$ cat config.mk
export PLATFORM = sky130hd
export DESIGN_NAME = mhs_cordic_stage
export DESIGN_NICKNAME = d
export VERILOG_FILES = /design/src/sv/mhs_pkg.sv /design/src/sv/mhs_cordic_stage.sv
export SDC_FILE = /design/constraint.sdc
export NUM_CORES = 1
export LEC_CHECK = 0
export CAP_MARGIN = 20
export CORE_MARGIN = 2
export CORE_UTILIZATION = 55
export DETAILED_ROUTE_END_ITERATION = 6
export DONT_BUFFER_PORTS = 1
export PLACE_DENSITY = 0.69
export SYNTH_ARGS = -nofsm -noshare
export SYNTH_HDL_FRONTEND = slang
export SYNTH_SLANG_ARGS = --single-unit
$ cat constraint.sdc
create_clock -name clk -period 6.1 [get_ports clk]
set_clock_uncertainty 0.1 [all_clocks]
set_input_delay 1.22 -clock clk [delete_from_list [all_inputs] [get_ports clk]]
set_output_delay 1.22 -clock clk [all_outputs]
set_load 0.03 [all_outputs]
$ cat src/sv/mhs_pkg.sv
`timescale 1ns / 1ps
package mhs_pkg;

	localparam int RAW_W       = 16;
	localparam int SCALED_W    = 25;
	localparam int GAIN_W      = 9;
	localparam int RANGE_W     = 3;
	localparam int CW          = 28;
	localparam int ZW          = 29;
	localparam int ANGLE_W     = 16;
	localparam int CDEG_W      = 16;
	localparam int CFG_INDEX_W = 2;
	localparam int CFG_DATA_W  = 16;
	localparam int ATAN_LEN    = 24;
	localparam int ATAN_IDX_W  = 5;
	localparam int CDEG_MUL_W  = 24;

	localparam int ANGLE_ITERATIONS_DEF = 16;

	localparam int PI_Q24     = 52707179;
	localparam int PI_Q13     = 25736;
	localparam int TWO_PI_Q13 = 51472;
	localparam int CDEG_MUL   = 11734176;
	localparam int ROUND_Q13  = 1024;
	localparam int ROUND_SH   = 11;
	localparam int CDEG_SH    = 24;

	localparam logic [CFG_INDEX_W-1:0] REG_RANGE_CODE  = 2'd0;
	localparam logic [CFG_INDEX_W-1:0] REG_DECLINATION = 2'd1;

	localparam logic [RANGE_W-1:0]           RANGE_RESET = 3'd1;
	localparam logic signed [CFG_DATA_W-1:0] DECL_RESET  = -16'sd1266;

	typedef struct packed {
		logic signed [SCALED_W-1:0] z;
		logic signed [SCALED_W-1:0] y;
		logic signed [SCALED_W-1:0] x;
	} scaled_t;

	typedef struct packed {
		scaled_t              sc;
		logic                 zero;
		logic signed [CW-1:0] x;
		logic signed [CW-1:0] y;
		logic signed [ZW-1:0] z;
	} cordic_t;

	function automatic logic [GAIN_W-1:0] gain_lut(input logic [RANGE_W-1:0] code);
		logic [GAIN_W-1:0] g;
		unique case (code)
			3'd0: g = 9'd73;
			3'd1: g = 9'd92;
			3'd2: g = 9'd122;
			3'd3: g = 9'd152;
			3'd4: g = 9'd227;
			3'd5: g = 9'd256;
			3'd6: g = 9'd303;
			default: g = 9'd435;
		endcase
		return g;
	endfunction

	function automatic logic signed [ZW-1:0] atan_lut(input logic [ATAN_IDX_W-1:0] i);
		logic signed [ZW-1:0] a;
		unique case (i)
			5'd0:  a = 29'sd13176795;
			5'd1:  a = 29'sd7778716;
			5'd2:  a = 29'sd4110060;
			5'd3:  a = 29'sd2086331;
			5'd4:  a = 29'sd1047214;
			5'd5:  a = 29'sd524117;
			5'd6:  a = 29'sd262123;
			5'd7:  a = 29'sd131069;
			5'd8:  a = 29'sd65536;
			5'd9:  a = 29'sd32768;
			5'd10: a = 29'sd16384;
			5'd11: a = 29'sd8192;
			5'd12: a = 29'sd4096;
			5'd13: a = 29'sd2048;
			5'd14: a = 29'sd1024;
			5'd15: a = 29'sd512;
			5'd16: a = 29'sd256;
			5'd17: a = 29'sd128;
			5'd18: a = 29'sd64;
			5'd19: a = 29'sd32;
			5'd20: a = 29'sd16;
			5'd21: a = 29'sd8;
			5'd22: a = 29'sd4;
			5'd23: a = 29'sd2;
			default: a = '0;
		endcase
		return a;
	endfunction

endpackage

$ cat src/sv/mhs_cordic_stage.sv
`timescale 1ns / 1ps
module mhs_cordic_stage import mhs_pkg::*; #(
	parameter int SHIFT = 0
) (
	input  logic    clk,
	input  logic    arst_n,
	input  logic    in_valid,
	output logic    in_ready,
	input  cordic_t in_data,
	output logic    out_valid,
	input  logic    out_ready,
	output cordic_t out_data
);

	logic                 valid_q;
	cordic_t              data_q;
	cordic_t              nxt;
	logic signed [CW-1:0] dx, dy;
	logic signed [ZW-1:0] a;

	assign in_ready = !valid_q || out_ready;

	// one micro-rotation toward y = 0
	always_comb begin
		dx       = in_data.y >>> SHIFT;
		dy       = in_data.x >>> SHIFT;
		a        = atan_lut(ATAN_IDX_W'(SHIFT));
		nxt.sc   = in_data.sc;
		nxt.zero = in_data.zero;
		if (in_data.y > 0) begin
			nxt.x = in_data.x + dx;
			nxt.y = in_data.y - dy;
			nxt.z = in_data.z + a;
		end else begin
			nxt.x = in_data.x - dx;
			nxt.y = in_data.y + dy;
			nxt.z = in_data.z - a;
		end
	end

	always_ff @(posedge clk or negedge arst_n) begin
		if (!arst_n) begin
			valid_q <= 1'b0;
		end else if (in_ready) begin
			valid_q <= in_valid;
		end
	end

	always_ff @(posedge clk) begin
		if (in_ready && in_valid) begin
			data_q <= nxt;
		end
	end

	assign out_valid = valid_q;
	assign out_data  = data_q;

endmodule

Yosys cells after proc, flatten, opt, wreduce, memory -nomap -nowiden
Index checks and enable logic that the tools add are counted.
- input port bits: 165
- output and inout bits: 163
- flip-flop bits (word level): 162
- order comparisons: 1
- reduce and logical (&&, ||, !) cells: 3
- muxes and demuxes: 1
- add/subtract/negate cells: 5
- operator list (kind ; count):
    85-bit 2-to-1 mux ; 1
    28-bit subtractor ; 2
    29-bit by 25-bit adder with 29-bit output, second input constant ; 1
    29-bit by 25-bit subtractor with 29-bit output, second input constant ; 1
    28-bit adder ; 1
    28-bit by 1-bit > comparator with 1-bit output, second input constant ; 1
    1-bit logical AND ; 1
    1-bit zero test ; 1
    1-bit logical OR ; 1

Longest topological paths before layout
- depth in word-level cells: 3
- mapped depth: 18
- depth with buffers taken out: 15

Worst setup path after synthesis
Ideal clock, no wire load.
- path kind: input-to-reg
- start: input port out_ready
- end: register data_q (netlist bit out_data[0]) (enable)
- path slack: 0.203 ns
- path buffers: 0
- data arrival time: 5.258 ns
- stages: 2
- data required time: 5.462 ns
- cells stage by stage: nand2b_1 -> and2_1
- word-level cells in the longest chain between the ends: 2
- ends and longest elaborated chain (item ; RTL line ; RTL):
    start: declaration ; mhs_cordic_stage.sv:11 ; input logic out_ready,
    1-bit logical OR ; mhs_cordic_stage.sv:21 ; assign in_ready = !valid_q || out_ready;
    1-bit logical AND ; mhs_cordic_stage.sv:50 ; if (in_ready && in_valid) begin
    end signal: assignment ; mhs_cordic_stage.sv:51 ; data_q <= nxt;
    end: declaration ; mhs_cordic_stage.sv:16 ; cordic_t data_q;
Every way passes these cells.
A chain may end at the register's enable or synchronous reset.

==> out/metrics.cfg <==
[final_layout]
final_util_pct = 60.1
antenna_cells = 0
drive_gt1_share_pct = 5.17
multiInputGateArea_um2 = 5210
register_area_um2 = 4830
area_delta_synth_final_pct = 7.07
nets = 1270
num-fill-cells = 1598

[clock_network]
htree_levels = 4
cts_tree = done
post_cts_buffers = 0
root_buffer = clkbuf_16
cts_resized = 0
clockBufferDepth = 2
cts-buffers-inserted = 17
clk_latency_ns = 0.43
ctsHoldBuffers = 0
clk_pin_slew_worst_paths_ns = 0.07
cts_sinks = 161

[die]
num_io_pins = 328
die_x_um = 142
start_util_pct = 56.2
rows = 50
die_h_um = 142
dieArea_um2 = 20300
fp.coreArea_um2 = 18800

[timing]
timing.final.ws_setup_ns = 1.17
max-slew-margin-rel_pct = 45.4
setup_violations = 0
drv_slew = 0
worstMarginPinSlew_ns = 0.808
rsz0062_at_grt = false
tns_ns = 0
fmax_mhz = 203
whs_ns = 0.379
min_period_over_period_pct = 80.9
period_minus_slack_ns = 4.93
hold_violations = 0

[logic_synthesis]
yosysSeqAreaShare_pct = 45.8
synthSimpleGateAreaFrac_pct = 9.84
synthMuxAreaShare_pct = 0.760
synthDistinctLibCells = 62
synth-seq-cells = 161
synthArstFlopShare_pct = 0.621
synth_compound_area_share_pct = 18.7
syn_inst = 1013
syn_avg_cell_area_um2 = 10.4
ys.flop_type = edfxtp_1
synth_adder_area_share_pct = 13.6
synth_most_common_cell = edfxtp_1
synth_edf_count = 160
synth_top_area_share_pct = 45.6
synth_area_leaders = edfxtp_1 (46%), ha_1 (13%), xnor2_1 (4.9%)
synth_area_um2 = 10500
yosys_warnings = 0
synth_top_family_by_area = compound AO/OA/AOI/OAI gates
synthTopCellsByCount = edfxtp_1 (160), ha_1 (108), a21oi_1 (102)
yosys.area.top_type = edfxtp_1
synth_xor_area_share_pct = 6.56
synth_fp_nets = 1290

[routing]
wl_mm = 29.0
wire_per_inst_um = 23.4
drtAntennaViolNets = 0
top_layer = met4
dr.pass1.iters = 6
route.met3.wl_mm = 2.12
drt-met1-wl_mm = 11.4
drt_iter0_markers = 746
avgViaCountPerCell = 6.17
drc = 0
wl_met2_mm = 14.5
vias = 7654

[global_route]
antenna_found_initial = 0
grt_pass1_wl_mm = 41.8
grtUsageTotal_pct = 27.8
grt_pass1_vias = 7057
grt_max_degree = 100
grt-ovfl-total = 0

[pwr]
internal-power_mw = 2.16
switching_power_mw = 1.12
p_sw_share_pct = 34.1
cellLeakagePower_nw = 4.49
pwr-share-seq_pct = 49.0
vdd_ir_drop_max_mv = 0.194
combPwrFrac_pct = 19.4
p_per_area_nw_per_um2 = 290
pwr-share-clk_pct = 31.5

[placement]
io_buffer_count = 0
dp_slack_ns = 0.720
gp_congestion = 0.972
dp_hpwl_mm = 23.5

[hold_path]
hp-class = input port to asynchronous set/reset pin

[critical_path]
arrival_ns = 5.01
crit_path_max_fanout = 16
endpoint_kind = flip-flop
worst_ep_required_time_ns = 6.17
critPathKind = input port to flip-flop
start_kind = input port

[run_status]
status = finished, final reports clean

[run]
maxCapViolCount = 0

==> worst max-delay path, cell delays in order <==
cell and delay [ns]:
nor4_1 0.62, nand3_1 0.15, nor2_1 0.19, or2_2 0.36, inv_2 0.24, ha_1 0.45
nand4_1 0.14, nor3_1 0.22, nor2_1 0.09, a21oi_1 0.32, a211o_1 0.23, nand3_1 0.11
o31a_1 0.30, o21ai_0 0.25, xor2_1 0.11
==> final timing paths <==
check	start	end	slack, ns	cells past startpoint
hold / removal	arst_n	out_valid	0.38	0
hold reg to reg	out_valid	out_valid	0.87	2
max in group asynchronous	arst_n	out_valid	5.46	0
setup reg to reg	out_valid	out_data[79]	3.50	3
min in group clk	in_data[113]	out_data[113]	0.78	0
setup / recovery	in_data[47]	out_data[27]	1.17	15
==> layout by cell type, fill, tap and decap left out, types with 3 or more instances in the layout <==
cell type    n
a211oi_1    17
o311a_1      4
edfxtp_1   160
nand4_1     12
o211ai_1    10
nor2_1      70
o21ai_0     66
a31oi_1      7
buf_4        3
inv_8        6
o41ai_1      4
xnor2_1     59
a311oi_1     3
xor2_1      20
o21a_1       5
clkbuf_16   17
nor3_1      19
or3_1        4
a21o_1      30
a22oi_1      3
a21oi_1    102
nor2b_1      7
inv_1       82
nor3b_1      3
o21bai_1    22
nand2b_1    15
nand2_1     48
o41ai_2      3
or2_2        4
o31ai_1      6
fa_1         4
mux2i_1      8
nand3_1     14
clkinv_8     3
o22ai_1      5
nor4_1      12
a211o_1      4
ha_1       108
==> through the flow <==
step | power [mW] | std cells | cell area, um2
finish | 3.28 | 1240 | 11300
global route | 3.42 | 1240 | 11300
CTS | 3.29 | 1240 | 11300
detailed placement | 2.26 | 1208 | 10700
global placement | 2.25 | 1208 | 10700
floorplan | 2.09 | 1013 | 10500
==> layer usage <==
layer	vias to the layer above	global-route usage, %
met5	-	0
met4	0	10.6
met3	38	5.28
met2	389	47.1
met1	3574	35.4
li1	3653	-
==> logic make-up after synthesis <==
kind of cell | after synthesis
buffers and inverters | 127
multiplexers | 8
XOR/XNOR | 79
adder cells (fa/ha/maj) | 112
AND/OR/NAND/NOR | 217
flip-flops | 161
AO/OA/AOI/OAI | 309
==> registers in the layout, summed over array words and instances, names as in the netlist <==
signal / flops
out_data: 160
out_valid: 1
==> cell type report <==
class,instances,share of cell area (%)
inverters,84,2.79
multi-input cells,725,46.2
clock buffers,17,3.77
well taps,234,2.59
clock inverters,15,1.47
repair buffers,4,0.377
flip-flops and latches,161,42.8
==> power groups by stage <==
stage | Clock (mW) | Sequential (mW) | Combinational, mW
2_1_floorplan | 0 | 1.60 | 0.489
3_3_place_gp | 0 | 1.63 | 0.620
3_5_place_dp | 0 | 1.63 | 0.625
4_1_cts | 1.05 | 1.61 | 0.627
5_1_grt | 1.10 | 1.61 | 0.706
6_report | 1.03 | 1.61 | 0.636
Power figures use the tool's default switching activity.
