`src/sv/mhs_pkg.sv`:
```
`timescale 1ns / 1ps
package mhs_pkg;

	localparam int RAW_W       = 16;
	localparam int SCALED_W    = 25;
	localparam int GAIN_W      = 9;
	localparam int RANGE_W     = 3;
	localparam int CW          = 28;
	localparam int ZW          = 29;
	localparam int ANGLE_W     = 16;
	localparam int CDEG_W      = 16;
	localparam int CFG_INDEX_W = 2;
	localparam int CFG_DATA_W  = 16;
	localparam int ATAN_LEN    = 24;
	localparam int ATAN_IDX_W  = 5;
	localparam int CDEG_MUL_W  = 24;

	localparam int ANGLE_ITERATIONS_DEF = 16;

	localparam int PI_Q24     = 52707179;
	localparam int PI_Q13     = 25736;
	localparam int TWO_PI_Q13 = 51472;
	localparam int CDEG_MUL   = 11734176;
	localparam int ROUND_Q13  = 1024;
	localparam int ROUND_SH   = 11;
	localparam int CDEG_SH    = 24;

	localparam logic [CFG_INDEX_W-1:0] REG_RANGE_CODE  = 2'd0;
	localparam logic [CFG_INDEX_W-1:0] REG_DECLINATION = 2'd1;

	localparam logic [RANGE_W-1:0]           RANGE_RESET = 3'd1;
	localparam logic signed [CFG_DATA_W-1:0] DECL_RESET  = -16'sd1266;

	typedef struct packed {
		logic signed [SCALED_W-1:0] z;
		logic signed [SCALED_W-1:0] y;
		logic signed [SCALED_W-1:0] x;
	} scaled_t;

	typedef struct packed {
		scaled_t              sc;
		logic                 zero;
		logic signed [CW-1:0] x;
		logic signed [CW-1:0] y;
		logic signed [ZW-1:0] z;
	} cordic_t;

	function automatic logic [GAIN_W-1:0] gain_lut(input logic [RANGE_W-1:0] code);
		logic [GAIN_W-1:0] g;
		unique case (code)
			3'd0: g = 9'd73;
			3'd1: g = 9'd92;
			3'd2: g = 9'd122;
			3'd3: g = 9'd152;
			3'd4: g = 9'd227;
			3'd5: g = 9'd256;
			3'd6: g = 9'd303;
			default: g = 9'd435;
		endcase
		return g;
	endfunction

	function automatic logic signed [ZW-1:0] atan_lut(input logic [ATAN_IDX_W-1:0] i);
		logic signed [ZW-1:0] a;
		unique case (i)
			5'd0:  a = 29'sd13176795;
			5'd1:  a = 29'sd7778716;
			5'd2:  a = 29'sd4110060;
			5'd3:  a = 29'sd2086331;
			5'd4:  a = 29'sd1047214;
			5'd5:  a = 29'sd524117;
			5'd6:  a = 29'sd262123;
			5'd7:  a = 29'sd131069;
			5'd8:  a = 29'sd65536;
			5'd9:  a = 29'sd32768;
			5'd10: a = 29'sd16384;
			5'd11: a = 29'sd8192;
			5'd12: a = 29'sd4096;
			5'd13: a = 29'sd2048;
			5'd14: a = 29'sd1024;
			5'd15: a = 29'sd512;
			5'd16: a = 29'sd256;
			5'd17: a = 29'sd128;
			5'd18: a = 29'sd64;
			5'd19: a = 29'sd32;
			5'd20: a = 29'sd16;
			5'd21: a = 29'sd8;
			5'd22: a = 29'sd4;
			5'd23: a = 29'sd2;
			default: a = '0;
		endcase
		return a;
	endfunction

endpackage

```
`src/sv/mhs_scale.sv`:
```
`timescale 1ns / 1ps
module mhs_scale import mhs_pkg::*; (
	input  logic                      clk,
	input  logic                      arst_n,
	input  logic [RANGE_W-1:0]        range_code,
	input  logic                      in_valid,
	output logic                      in_ready,
	input  logic signed [RAW_W-1:0]   x_raw,
	input  logic signed [RAW_W-1:0]   y_raw,
	input  logic signed [RAW_W-1:0]   z_raw,
	output logic                      out_valid,
	input  logic                      out_ready,
	output cordic_t                   out_data
);

	logic                       valid_s1;
	logic                       valid_s2;
	logic                       ready_s1;
	logic                       ready_s2;
	scaled_t                    sc_s1;
	cordic_t                    cd_s2;
	logic signed [GAIN_W:0]     gain;
	logic signed [RAW_W+GAIN_W:0] px, py, pz;
	cordic_t                    pre;
	logic signed [CW-1:0]       xe, ye;

	assign ready_s2 = !valid_s2 || out_ready;
	assign ready_s1 = !valid_s1 || ready_s2;
	assign in_ready = ready_s1;

	// gain multiply
	always_comb begin
		gain = $signed({1'b0, gain_lut(range_code)});
		px   = (RAW_W+GAIN_W+1)'(x_raw) * (RAW_W+GAIN_W+1)'(gain);
		py   = (RAW_W+GAIN_W+1)'(y_raw) * (RAW_W+GAIN_W+1)'(gain);
		pz   = (RAW_W+GAIN_W+1)'(z_raw) * (RAW_W+GAIN_W+1)'(gain);
	end

	always_ff @(posedge clk or negedge arst_n) begin
		if (!arst_n) begin
			valid_s1 <= 1'b0;
		end else if (ready_s1) begin
			valid_s1 <= in_valid;
		end
	end

	always_ff @(posedge clk) begin
		if (ready_s1 && in_valid) begin
			sc_s1.x <= SCALED_W'(px);
			sc_s1.y <= SCALED_W'(py);
			sc_s1.z <= SCALED_W'(pz);
		end
	end

	// fold left half plane onto the right half
	always_comb begin
		xe       = CW'(sc_s1.x);
		ye       = CW'(sc_s1.y);
		pre.sc   = sc_s1;
		pre.zero = (sc_s1.x == '0) && (sc_s1.y == '0);
		if (sc_s1.x < 0) begin
			pre.x = -xe;
			pre.y = -ye;
			pre.z = (sc_s1.y >= 0) ? ZW'(PI_Q24) : -ZW'(PI_Q24);
		end else begin
			pre.x = xe;
			pre.y = ye;
			pre.z = '0;
		end
	end

	always_ff @(posedge clk or negedge arst_n) begin
		if (!arst_n) begin
			valid_s2 <= 1'b0;
		end else if (ready_s2) begin
			valid_s2 <= valid_s1;
		end
	end

	always_ff @(posedge clk) begin
		if (ready_s2 && valid_s1) begin
			cd_s2 <= pre;
		end
	end

	assign out_valid = valid_s2;
	assign out_data  = cd_s2;

endmodule

```
`config.mk`:
```
export PLATFORM = sky130hd
export DESIGN_NAME = mhs_scale
export DESIGN_NICKNAME = d
export VERILOG_FILES = /design/src/sv/mhs_pkg.sv /design/src/sv/mhs_scale.sv
export SDC_FILE = /design/constraint.sdc
export NUM_CORES = 1
export LEC_CHECK = 0
export ABC_AREA = 1
export BUFFER_PORTS_ARGS = -buffer_cell sky130_fd_sc_hd__clkbuf_2
export CAP_MARGIN = 20
export CORE_MARGIN = 4
export CORE_UTILIZATION = 40
export CTS_CLUSTER_DIAMETER = 30
export CTS_CLUSTER_SIZE = 12
export DETAILED_ROUTE_END_ITERATION = 6
export REMOVE_ABC_BUFFERS = 1
export SYNTH_ARGS = -nofsm -noshare
export SYNTH_HDL_FRONTEND = slang
export SYNTH_SLANG_ARGS = --single-unit
```
`constraint.sdc`:
```
create_clock -name clk -period 22.4 [get_ports clk]
set_input_delay 5.6 -clock clk [delete_from_list [all_inputs] [get_ports clk]]
set_output_delay 5.6 -clock clk [all_outputs]
set_load 0.05 [all_outputs]
```
---- Yosys cells after proc, flatten, opt, wreduce, memory -nomap -nowiden ----
Cells that the tools add are included.
word-level totals
  output and inout bits ................... 163
  logic and storage cells ................. 38
  register bits after elaboration ......... 238
  bits of input ports ..................... 55
operators by class
  reduce and logical (&&, ||, !) cells .... 10
  $lt $le $gt $ge ......................... 2
  add/sub/neg operators ................... 2
  equal/unequal tests ..................... 6
  muxes and demuxes ....................... 3
  multipliers ............................. 3
operator list
  operator                                              count
  2-to-1 mux 85 bit                                     1
  multiplier 16 x 10 -> 25 bit                          3
  case mux 9 bit (7 select lines)                       1
  negator 25 -> 28 bit                                  2
  zero test 25 bit                                      2
  2-to-1 mux 29 bit                                     1
  >= comparator 25 x 1 -> 1 bit, second input constant  1
  < comparator 25 x 1 -> 1 bit, second input constant   1
  equality test 3 bit, second input constant            3
  equality test 3 x 2 -> 1 bit, second input constant   2
  equality test 3 x 1 -> 1 bit, second input constant   1
  logical AND 1 bit                                     3
  zero test 3 bit                                       1
  zero test 1 bit                                       2
  logical OR 1 bit                                      2

---- Logic depth before layout (Yosys ltp) ----
  depth in word-level cells ............... 4
  gate-level depth with buffers ........... 30
  mapped depth without buffers ............ 29

---- Worst setup path before layout ----
No wires, ideal clock.
  path type ............................... input port to flip-flop
  start ................................... input port out_ready
  end ..................................... register cd_s2 (netlist bit out_data[0]), enable pin
  slack ................................... 9.694 ns
  path buffers ............................ 0
  arrival time ............................ 12.038 ns
  stages .................................. 2
  library setup time ...................... 0.668 ns
  cell sequence ........................... inv_1 > a21oi_1
between the ends
  word-level cells in the longest chain between the ends .. 2
ends and longest elaborated chain
  element                 line             text
  start: declaration      mhs_scale.sv:12  input logic out_ready,
  logical OR 1 bit        mhs_scale.sv:27  assign ready_s2 = !valid_s2 || out_ready;
  logical AND 1 bit       mhs_scale.sv:81  if (ready_s2 && valid_s1) begin
  end signal: assignment  mhs_scale.sv:82  cd_s2 <= pre;
  end: declaration        mhs_scale.sv:21  cordic_t cd_s2;
Every way passes these cells.
A chain may end at the register's enable or synchronous reset.

---- Worst setup path in the final report ----
  start ................................... input port out_ready
  end ..................................... output port in_ready
between the ends
  word-level cells in the longest chain between the ends .. 2
ends and longest elaborated chain
  element           line             text
  logical OR 1 bit  mhs_scale.sv:27
  logical OR 1 bit  mhs_scale.sv:28  assign ready_s1 = !valid_s1 || ready_s2;
  end: declaration  mhs_scale.sv:7   output logic in_ready,
Every way passes these cells.

==> flow_metrics.env <==
export IMPL_outcome="completed"
export IMPL_slew_headroom_pct=28.8
export IMPL_layout_common_cells="inv_1, nand2_1, fa_1"
export IMPL_synth_edf_count=208
export IMPL_final_common_cell="inv_1"
export IMPL_grt_usage_pct=19.7
export IMPL_tightest_slew_ps=1060
export IMPL_routed_via_count=17751
export IMPL_cts_sinks=210
export IMPL_route_detailed_drc=0
export IMPL_final_period_utilization_pct=52.8
export IMPL_totalWireLength_mm=62.5
export IMPL_grt_max_degree=78
export IMPL_clk_latency_ps=580
export IMPL_layout_drive_gt1_share_pct=12.8
export IMPL_hold_depth=0
export IMPL_ys_types=44
export IMPL_dr_pass1_iters=5
export IMPL_path_max_fanout=3
export IMPL_cts_reportedPaths_clkPinSlew_ps=40
export IMPL_ys_async_sr_fraction_pct=0.952
export IMPL_synth_area_sq_um=24100
export IMPL_fin_ws_ps=10580
export IMPL_cpPeakStageDelay_ps=270
export IMPL_maxSlewViolCount=0
export IMPL_synth_avg_cell_area_sq_um=9.15
export IMPL_die_x_um=253
export IMPL_ctsHoldBuffers=0
export IMPL_io_buffers=217
export IMPL_synth_main_ff_cell="edfxtp_1"
export IMPL_synth_warnings=0
export IMPL_final_net_count=3425
export IMPL_syn_to_final_growth_pct=14.7
export IMPL_cts_setup_buffers=0
export IMPL_place_congestion=0.921
export IMPL_syn_instance_count=2634
export IMPL_die_area_sq_um=64200
export IMPL_crit_arrival_ps=6220
export IMPL_min_from="pre[146]"
export IMPL_startpoint="out_ready"
export IMPL_core_sq_um=59400
export IMPL_fillers=5688
export IMPL_startpoint_type="primary input"
export IMPL_worstPathRequired_ps=16800
export IMPL_fmax_mhz=84.6
export IMPL_num_rows=89
export IMPL_rr_startpoint="out_valid"
export IMPL_start_util_pct=40.6
export IMPL_pin_count=218
export IMPL_hold_violations=0
export IMPL_grt_ovfl_total=0
export IMPL_setup_viol=0
export IMPL_critPathTopFamily="buffers and inverters"
export IMPL_grt_pass1_wl_mm=100
export IMPL_whs_ps=414
export IMPL_skew_ps=19.2
export IMPL_seq_area_frac_synth_pct=26.1
export IMPL_cp_cell_sequence="clkbuf_2 -> inv_1 -> nand3_1 -> clkbuf_2"
export IMPL_wl_per_cell_um=17.1
export IMPL_drv_cap=0
export IMPL_cts_made_buffers=51
export IMPL_seq_area_sq_um=6300
export IMPL_die_h_um=253
export IMPL_cts_root_buf="clkbuf_16"
export IMPL_end_kind="output pin"
export IMPL_holdCritPathClass="reg2reg"
export IMPL_multi_input_area_sq_um=15000
export IMPL_path_common_cell="clkbuf_2"
export IMPL_rr_worst_depth=3
export IMPL_htreeDepth=2
export IMPL_cts_tree="built"
export IMPL_dp_hpwl_mm=51.1
export IMPL_path_class="in2out"
export IMPL_min_period_ps=11820
export IMPL_critPathSlowestCell="clkbuf_2"
export IMPL_ant_nets=0
export IMPL_rsz0062_at_grt="no"
export IMPL_viasPerCell=4.85
export IMPL_drt_iter0_drc=989
export IMPL_dp_slack_ps=10090
export IMPL_ctsResizeCount=0
export IMPL_antenna_found_initial=4
export IMPL_ys_ff_latch=210
export IMPL_critical_path_cell_count=4
export IMPL_tns_ps=0
export IMPL_grt_pass1_vias=18991
export IMPL_critical_path_buf_inv_count=3
export IMPL_cts_max_path_buffers=3
final timing paths:
path	slack (ps)	end
setup / recovery	10580	in_ready
hold / removal	410	out_data[146]
setup reg to reg	19880	out_data[121]
hold reg to reg	410	out_data[146]
max in group asynchronous	17490	valid_s1
min in group asynchronous	4810	out_valid
metrics by stage:
step	instances	instance area (sq um)	utilization, %
6_report	3663	27600	46.6
3_5_place_dp	3569	25800	43.5
2_1_floorplan	2568	23700	-
5_1_grt	3662	27600	46.6
3_3_place_gp	3569	25800	43.5
4_1_cts	3661	27600	46.6
cells by family (layout without fill, tap and decap cells):
family | after synthesis | after routing | synth area share [%]
AOI/OAI and AO/OA | 183 | 183 | 4.22
and+or+nand+nor | 908 | 908 | 15.8
other | 1 | 5 | 0.0156
DFF | 210 | 210 | 26.1
xor gates and xnor gates | 114 | 114 | 4.18
adders and majority gates | 521 | 521 | 38.1
buffers and inverters | 697 | 949 | 11.6
final cells by class:
cell class,instances,area share [%]
antenna,2,0.0181
clock buffer,54,4.74
clock inverter,38,1.80
inverter,629,8.55
multi-input combinational,1729,54.4
sequential,210,22.8
tap,773,3.50
timing repair buffer,228,4.23
flip-flops by register name, summed over array words and instances, names as in the netlist:
signal	cells
valid_s1	1
out_data	133
out_valid	1
pre	75
worst register-to-register path, delay by kind of cell, from the launching register on:
family / cells / cell delay, ps
flops: 1 / 430
buf+inv: 2 / 1520
compound gates: 1 / 150
cell usage after synthesis (all sizes together), types with 2 or more instances:
master / number / area (sq um)
inv: 628 / 2360
nand2: 430 / 1630
nor2: 358 / 1530
fa: 354 / 7090
edfxtp: 208 / 6250
ha: 167 / 2090
a21oi: 90 / 473
xor2: 82 / 718
o21ai: 71 / 370
nand3: 69 / 345
buf: 53 / 367
xnor2: 32 / 288
nand4: 20 / 125
nor3: 17 / 90.1
clkbuf: 15 / 56.3
nand3b: 6 / 45.0
o21a: 5 / 37.5
or2: 5 / 31.3
o31ai: 4 / 30.0
a31o: 3 / 26.3
o21bai: 3 / 22.5
a21boi: 2 / 22.5
a21o: 2 / 15.0
a31oi: 2 / 12.5
and3: 2 / 12.5
dfrtp: 2 / 50.1
per-layer routing:
metal | vias to the layer above | share of wire [%] | routed length [um] | global-route usage [%]
li1 | 8430 | - | - | -
met1 | 8745 | 44 | 27200 | 26.1
met2 | 473 | 49 | 30500 | 33.7
met3 | 99 | 5.1 | 3200 | 3.07
met4 | 4 | 2.5 | 1550 | 5.48
met5 | - | 0.043 | 27 | 0
Power is left out: the tool's default activity adds up to more than one toggle a clock period on the data nets, which glitch-free logic cannot reach.
