==> src/sv/mhs_pkg.sv <==
`timescale 1ns / 1ps
package mhs_pkg;

	localparam int RAW_W       = 16;
	localparam int SCALED_W    = 25;
	localparam int GAIN_W      = 9;
	localparam int RANGE_W     = 3;
	localparam int CW          = 28;
	localparam int ZW          = 29;
	localparam int ANGLE_W     = 16;
	localparam int CDEG_W      = 16;
	localparam int CFG_INDEX_W = 2;
	localparam int CFG_DATA_W  = 16;
	localparam int ATAN_LEN    = 24;
	localparam int ATAN_IDX_W  = 5;
	localparam int CDEG_MUL_W  = 24;

	localparam int ANGLE_ITERATIONS_DEF = 16;

	localparam int PI_Q24     = 52707179;
	localparam int PI_Q13     = 25736;
	localparam int TWO_PI_Q13 = 51472;
	localparam int CDEG_MUL   = 11734176;
	localparam int ROUND_Q13  = 1024;
	localparam int ROUND_SH   = 11;
	localparam int CDEG_SH    = 24;

	localparam logic [CFG_INDEX_W-1:0] REG_RANGE_CODE  = 2'd0;
	localparam logic [CFG_INDEX_W-1:0] REG_DECLINATION = 2'd1;

	localparam logic [RANGE_W-1:0]           RANGE_RESET = 3'd1;
	localparam logic signed [CFG_DATA_W-1:0] DECL_RESET  = -16'sd1266;

	typedef struct packed {
		logic signed [SCALED_W-1:0] z;
		logic signed [SCALED_W-1:0] y;
		logic signed [SCALED_W-1:0] x;
	} scaled_t;

	typedef struct packed {
		scaled_t              sc;
		logic                 zero;
		logic signed [CW-1:0] x;
		logic signed [CW-1:0] y;
		logic signed [ZW-1:0] z;
	} cordic_t;

	function automatic logic [GAIN_W-1:0] gain_lut(input logic [RANGE_W-1:0] code);
		logic [GAIN_W-1:0] g;
		unique case (code)
			3'd0: g = 9'd73;
			3'd1: g = 9'd92;
			3'd2: g = 9'd122;
			3'd3: g = 9'd152;
			3'd4: g = 9'd227;
			3'd5: g = 9'd256;
			3'd6: g = 9'd303;
			default: g = 9'd435;
		endcase
		return g;
	endfunction

	function automatic logic signed [ZW-1:0] atan_lut(input logic [ATAN_IDX_W-1:0] i);
		logic signed [ZW-1:0] a;
		unique case (i)
			5'd0:  a = 29'sd13176795;
			5'd1:  a = 29'sd7778716;
			5'd2:  a = 29'sd4110060;
			5'd3:  a = 29'sd2086331;
			5'd4:  a = 29'sd1047214;
			5'd5:  a = 29'sd524117;
			5'd6:  a = 29'sd262123;
			5'd7:  a = 29'sd131069;
			5'd8:  a = 29'sd65536;
			5'd9:  a = 29'sd32768;
			5'd10: a = 29'sd16384;
			5'd11: a = 29'sd8192;
			5'd12: a = 29'sd4096;
			5'd13: a = 29'sd2048;
			5'd14: a = 29'sd1024;
			5'd15: a = 29'sd512;
			5'd16: a = 29'sd256;
			5'd17: a = 29'sd128;
			5'd18: a = 29'sd64;
			5'd19: a = 29'sd32;
			5'd20: a = 29'sd16;
			5'd21: a = 29'sd8;
			5'd22: a = 29'sd4;
			5'd23: a = 29'sd2;
			default: a = '0;
		endcase
		return a;
	endfunction

endpackage

==> src/sv/mhs_heading.sv <==
`timescale 1ns / 1ps
module mhs_heading import mhs_pkg::*; (
	input  logic                          clk,
	input  logic                          arst_n,
	input  logic signed [CFG_DATA_W-1:0]  declination,
	input  logic                          in_valid,
	output logic                          in_ready,
	input  cordic_t                       in_data,
	output logic                          out_valid,
	input  logic                          out_ready,
	output scaled_t                       out_scaled,
	output logic [ANGLE_W-1:0]            out_radians,
	output logic [CDEG_W-1:0]             out_cdeg
);

	localparam int PW = ANGLE_W + CDEG_MUL_W;

	logic                     valid_s1;
	logic                     valid_s2;
	logic                     ready_s1;
	logic                     ready_s2;
	scaled_t                  sc_s1;
	scaled_t                  sc_s2;
	logic [ANGLE_W-1:0]       h_s1;
	logic [ANGLE_W-1:0]       h_s2;
	logic [CDEG_W-1:0]        cdeg_s2;
	logic signed [ZW:0]       zr;
	logic signed [ZW:0]       zsh;
	logic signed [ANGLE_W:0]  ang;
	logic signed [ANGLE_W:0]  hs;
	logic [PW-1:0]            prod;

	assign ready_s2 = !valid_s2 || out_ready;
	assign ready_s1 = !valid_s1 || ready_s2;
	assign in_ready = ready_s1;

	// round to 2^-13 rad, saturate, add declination, wrap
	always_comb begin
		zr  = (ZW+1)'(in_data.z) + (ZW+1)'(ROUND_Q13);
		zsh = zr >>> ROUND_SH;
		if (in_data.zero) begin
			ang = '0;
		end else if (zsh > (ZW+1)'(PI_Q13)) begin
			ang = (ANGLE_W+1)'(PI_Q13);
		end else if (zsh < -(ZW+1)'(PI_Q13)) begin
			ang = -(ANGLE_W+1)'(PI_Q13);
		end else begin
			ang = (ANGLE_W+1)'(zsh);
		end
		hs = ang + (ANGLE_W+1)'(declination);
		if (hs < 0) begin
			hs = hs + (ANGLE_W+1)'(TWO_PI_Q13);
		end else if (hs > (ANGLE_W+1)'(TWO_PI_Q13)) begin
			hs = hs - (ANGLE_W+1)'(TWO_PI_Q13);
		end
	end

	always_ff @(posedge clk or negedge arst_n) begin
		if (!arst_n) begin
			valid_s1 <= 1'b0;
		end else if (ready_s1) begin
			valid_s1 <= in_valid;
		end
	end

	always_ff @(posedge clk) begin
		if (ready_s1 && in_valid) begin
			sc_s1 <= in_data.sc;
			h_s1  <= ANGLE_W'(hs);
		end
	end

	// radians to centidegrees
	always_comb begin
		prod = PW'(h_s1) * PW'(CDEG_MUL) + PW'(1 << (CDEG_SH - 1));
	end

	always_ff @(posedge clk or negedge arst_n) begin
		if (!arst_n) begin
			valid_s2 <= 1'b0;
		end else if (ready_s2) begin
			valid_s2 <= valid_s1;
		end
	end

	always_ff @(posedge clk) begin
		if (ready_s2 && valid_s1) begin
			sc_s2   <= sc_s1;
			h_s2    <= h_s1;
			cdeg_s2 <= CDEG_W'(prod >> CDEG_SH);
		end
	end

	assign out_valid   = valid_s2;
	assign out_scaled  = sc_s2;
	assign out_radians = h_s2;
	assign out_cdeg    = cdeg_s2;

endmodule

==> config.mk <==
export PLATFORM = sky130hd
export DESIGN_NAME = mhs_heading
export DESIGN_NICKNAME = d
export VERILOG_FILES = /design/src/sv/mhs_pkg.sv /design/src/sv/mhs_heading.sv
export SDC_FILE = /design/constraint.sdc
export NUM_CORES = 1
export LEC_CHECK = 0
export BUFFER_PORTS_ARGS = -buffer_cell sky130_fd_sc_hd__buf_2
export CAP_MARGIN = 10
export CORE_MARGIN = 4
export CORE_UTILIZATION = 30
export DETAILED_ROUTE_END_ITERATION = 6
export GPL_ROUTABILITY_DRIVEN = 1
export PLACE_DENSITY_LB_ADDON = 0.1
export SKIP_LAST_GASP = 1
export SLEW_MARGIN = 20
export SYNTH_ARGS = -nofsm -noshare
export SYNTH_HDL_FRONTEND = slang
export SYNTH_SLANG_ARGS = --single-unit
==> constraint.sdc <==
create_clock -name clk -period 9.05 [get_ports clk]
set_input_delay 0 -clock clk [delete_from_list [all_inputs] [get_ports clk]]
set_output_delay 0 -clock clk [all_outputs]
set_load 0.01 [all_outputs]
# After elaboration in Yosys (flattened, before gate mapping)
# Cells that the tools add are included.
# totals
register_bits	200
inputBits	181
output_inout_bits	109
wordCells	32
# op_classes
add_sub_neg	5
multipliers	1
n_lt_le_gt_ge	4
n_mux	5
reduce_logical	6
# op_table
operator	n
2-to-1 mux 17 bit	3
adder 40 x 24 -> 40 bit (second input constant)	1
multiplier 16 x 19 -> 35 bit (second input constant)	1
2-to-1 mux 16 bit	2
adder 29 x 12 -> 30 bit (second input constant)	1
greater-than comparator 19 x 16 -> 1 bit (second input constant)	1
< comparator 19 x 16 -> 1 bit (second input constant)	1
adder 17 x 16 -> 17 bit	1
greater-than comparator 17 bit (second input constant)	1
< comparator 17 x 1 -> 1 bit (second input constant)	1
adder 16 x 15 -> 16 bit (second input constant)	1
subtractor 16 x 15 -> 16 bit (second input constant)	1
logical AND 1 bit	2
logical NOT 1 bit	2
logical OR 1 bit	2

# Longest topological paths before layout
# depth
depth_word	9
mapped_depth	28
ltp_nobuf	25

# Least setup slack after synthesis
# No wires, ideal clock.
# synth_path
path_kind	reg-to-reg
startpoint	register h_s1[5]
endpoint	register cdeg_s2[14] (netlist: out_cdeg[14]), data pin
setup_time_ns	0.258
arrival_time_ns	6.085
t_required_ns	8.792
path_slack_ns	2.707
path_stages_with_launch	20
n_path_buf	0
period_less_slack_ns	6.343
path_cell_list	edfxtp_1 inv_1 ha_1 fa_1 inv_1 fa_1 fa_1 fa_1 fa_1 ha_1 and2_1 a21o_1 a221o_1 a221o_1 xor2_1 nand4_1 nor3b_1 a31o_2 nand3_1 xor2_1
# synth_via
elab_chain_cells	2
# synth_lines
element	line	text
from (decl)	mhs_heading.sv:24	logic [ANGLE_W-1:0] h_s1;
from (signal assigned)	mhs_heading.sv:69	h_s1 <= ANGLE_W'(hs);
multiplier 16 x 19 -> 35 bit	mhs_heading.sv:75	prod = PW'(h_s1) * PW'(CDEG_MUL) + PW'(1 << (CDEG_SH - 1));
adder 40 x 24 -> 40 bit	mhs_heading.sv:75	
named net prod[38]	mhs_heading.sv:31	logic [PW-1:0] prod;
to (signal assigned)	mhs_heading.sv:90	cdeg_s2 <= CDEG_W'(prod >> CDEG_SH);
to (decl)	mhs_heading.sv:26	logic [CDEG_W-1:0] cdeg_s2;
# The timed path passes the listed nets, and every way through them passes these cells.
# A chain may end at the register's enable or synchronous reset.

# Final worst setup path
# Ends and elaborated chain as after synthesis.

==> qor.csv <==
stage,metric,value,unit
cts,cts_made_buffers,17,
cells_and_area,num-nets-final,1828,
cts,h-tree-depth,4,
sta,clock_skew,12.9,ps
cts,clockRootBuffer,clkbuf_16,
critical_path,crit_top_cell,fa_1,
drt,wl_met3,1230,um
grt,grt_first_pass_wirelength,51300,um
floorplanning,io_pins,290,
critical_path,cp_cell_sequence,inv_1 -> ha_1 -> fa_1 -> inv_1 -> fa_1 -> fa_1 -> fa_1 -> fa_1 -> ha_1 -> and2_1 -> a21o_1 -> a221o_1 -> a221o_1 -> xor2_1 -> nand4_1 -> nor3b_1 -> a31o_2 -> nand3_1 -> xor2_1,
outcome,status,completed,
cts,clk_pin_slew_worst_paths,80,ps
sta,min_period,7070,ps
sta,finalSetupViolCount,0,
critical_path,critPathKind,flop to flop,
drt,highest_layer,met4,
logic_synthesis,synth_most_common_cell,edfxtp_1,
grt,grt_max_degree,55,
sta,tightest_slew,855,ps
floorplanning,die_y,220,um
floorplanning,start_util,0.304,
sta,tns,0,ps
floorplanning,die_w,220,um
sta,slew_headroom,0.425,
logic_synthesis,synthArstFlopShare,0.0100,
grt,grt_antenna_before_repair,1,
drt,vias,9058,
critical_path,required,9280,ps
placement,io_buffer_count,223,
drt,antenna_left,0,
drt,first_iter_violations,450,
logic_synthesis,ys.flop_type,edfxtp_1,
sta,slew_violations,0,
logic_synthesis,yosys.area.top_type,edfxtp_1,
critical_path,end_kind,flop,
critical_path,cp-start-kind,flop,
placement,place_congestion,0.847,
floorplanning,fp-row-count,77,
logic_synthesis,ys_seq_area_frac,0.447,
cts,post_cts_buffers,0,
cts,cts_resized,0,
cts,cts_tree,built,
drt,met2_length,16400,um
logic_synthesis,synth.net_count,1520,
critical_path,rr_worst_depth,19,
cts,clockBufferDepth,2,
logic_synthesis,ys_types,78,
drt,first_pass_iters,4,
sta,clock.fmax,142,MHz
cells_and_area,drive_above_1_share,0.205,
grt,grt_usage,0.138,
critical_path,critPathBufInv,2,
drt,drc,0,
sta,period_share,0.781,
critical_path,cp_slowest_cell,nor3b_1,
floorplanning,core_area,44200,um2
job,drv_cap,0,
critical_path,crit_cells,19,
logic_synthesis,syn_inst,1086,
logic_synthesis,synth_area_per_cell,12.4,um2
cts,hold_buffers,82,
critical_path,critPathTopFamily,adder cells,
logic_synthesis,synth_top_area_share,0.443,
cells_and_area,area_growth,24.1,%
grt,overflow,0,
grt,grt_pass1_vias,9470,
drt,m1WireLength,13900,um
cts,cts_sinks,200,
critical_path,rrSetupSlack,1980,ps
logic_synthesis,synth_area_leaders,"edfxtp_1 (44%), ha_1 (16%), fa_1 (11%), inv_1 (3.8%), xnor2_1 (2.3%)",
critical_path,path_max_fanout,7,
logic_synthesis,synth-warning-count,0,
critical_path,critPathArrivalTime,7300,ps
sta,grt_setup_unrepaired,false,
placement,dp_hpwl,25700,um
drt,routed_wl,32300,um
sta,hold_violations,0,
logic_synthesis,synth.cell_area,13400,um2
logic_synthesis,ys_top_cells_by_count,"edfxtp_1 (198), ha_1 (176), inv_1 (137), fa_1 (77), nor2_1 (55)",
cts,insertion_delay,470,ps
worst_hold_path,hold_path_class,input port to flop,
logic_synthesis,synth_seq_cells,200,
drt,wl_per_cell,16.1,um
logic_synthesis,synth_edf_count,198,
drt,viasPerCell,4.53,
worst_hold_path,worstHoldPathCells,3,
floorplanning,dieArea,48200,um2
critical_path,critPathMaxStageDelay,560,ps
state kept, by name, summed over array words and instances, names as in the netlist:
| name | cells |
|---|---|
| out_cdeg | 16 |
| out_radians | 16 |
| h_s1 | 16 |
| valid_s1 | 1 |
| out_scaled | 75 |
| out_valid | 1 |
| sc_s1 | 75 |
metal layers:
| metal | track usage | up-vias |
|---|---|---|
| met5 | 0 | - |
| met4 | 0.0476 | 0 |
| met3 | 0.0296 | 35 |
| li1 | - | 4568 |
| met1 | 0.172 | 4304 |
| met2 | 0.236 | 151 |
layout make-up:
type                            count  area (um2)
Multi-Input combinational cell    731        6850
Fill cell                        4408       27600
Clock inverter                     15         179
Timing Repair Buffer              307        1950
Sequential cell                   200        6000
Antenna cell                        1        2.50
Tap cell                          592         741
Clock buffer                       17         425
Inverter                          137         514
worst min-delay path, delay by kind of cell:
family                     cells  cell delay (ps)
adders and majority gates      1              250
buffers and inverters          1               90
xor gates and xnor gates       1              120
cells in the final DEF (no fill, tap or decap), types with 4 or more instances in the layout:
cell	synthesis	routed
and3_1	15	15
and2_1	10	8
a41oi_1	4	4
o221ai_1	4	4
clkbuf_16	0	17
o21a_1	10	10
a211oi_1	13	13
nand2_1	46	46
and4_1	4	4
inv_1	137	137
edfxtp_1	198	198
xor2_1	31	31
o211ai_1	5	5
a31oi_1	14	14
fa_1	77	77
nor2_1	55	55
nand3_1	18	18
nand2b_1	10	10
clkinv_4	0	4
a211o_1	6	6
ha_1	176	176
nor4_1	4	4
o31ai_1	6	6
dlygate4sd3_1	0	82
nand4_1	12	12
or2_2	7	7
a21o_1	12	12
buf_2	6	223
nor3_1	11	11
o21ai_0	30	30
o21bai_1	4	4
xnor2_1	36	35
a21oi_1	41	41
metrics by stage:
stage | std cells | util | instance area (um2) | hold WS (ps) | setup slack (ps)
after global routing | 1999 | 0.377 | 16700 | 152 | 1590
after global placement | 1885 | 0.344 | 15200 | -212 | 2000
after floorplan | 1086 | - | 13400 | -296 | 2710
final | 2000 | 0.377 | 16700 | 162 | 1980
after detailed placement | 1885 | 0.345 | 15200 | -212 | 1950
after CTS | 1999 | 0.377 | 16700 | 104 | 1940
worst paths after layout:
path                                start             end
min in group asynchronous          arst_n        valid_s1
min                        declination[2]         h_s1[2]
max in group asynchronous          arst_n       out_valid
min reg2reg                     sc_s1[37]  out_scaled[37]
max reg2reg                       h_s1[5]    out_cdeg[14]
max                               h_s1[5]    out_cdeg[14]
logic make-up (layout without fill, tap and decap cells):
kind of cell,count (synthesis),in the layout,share of synthesized area
buffers and inverters,155,476,0.0439
flip-flops,200,200,0.447
XOR/XNOR,68,68,0.0449
multiplexers,2,2,0.00158
AND/OR/NAND/NOR,212,212,0.0809
adder cells (fa/ha/maj),253,253,0.279
other,0,1,0
AO/OA/AOI/OAI,196,196,0.103
Power is not shown: default switching activity piles up to over one toggle a cycle in this logic, so the estimate is an artifact.
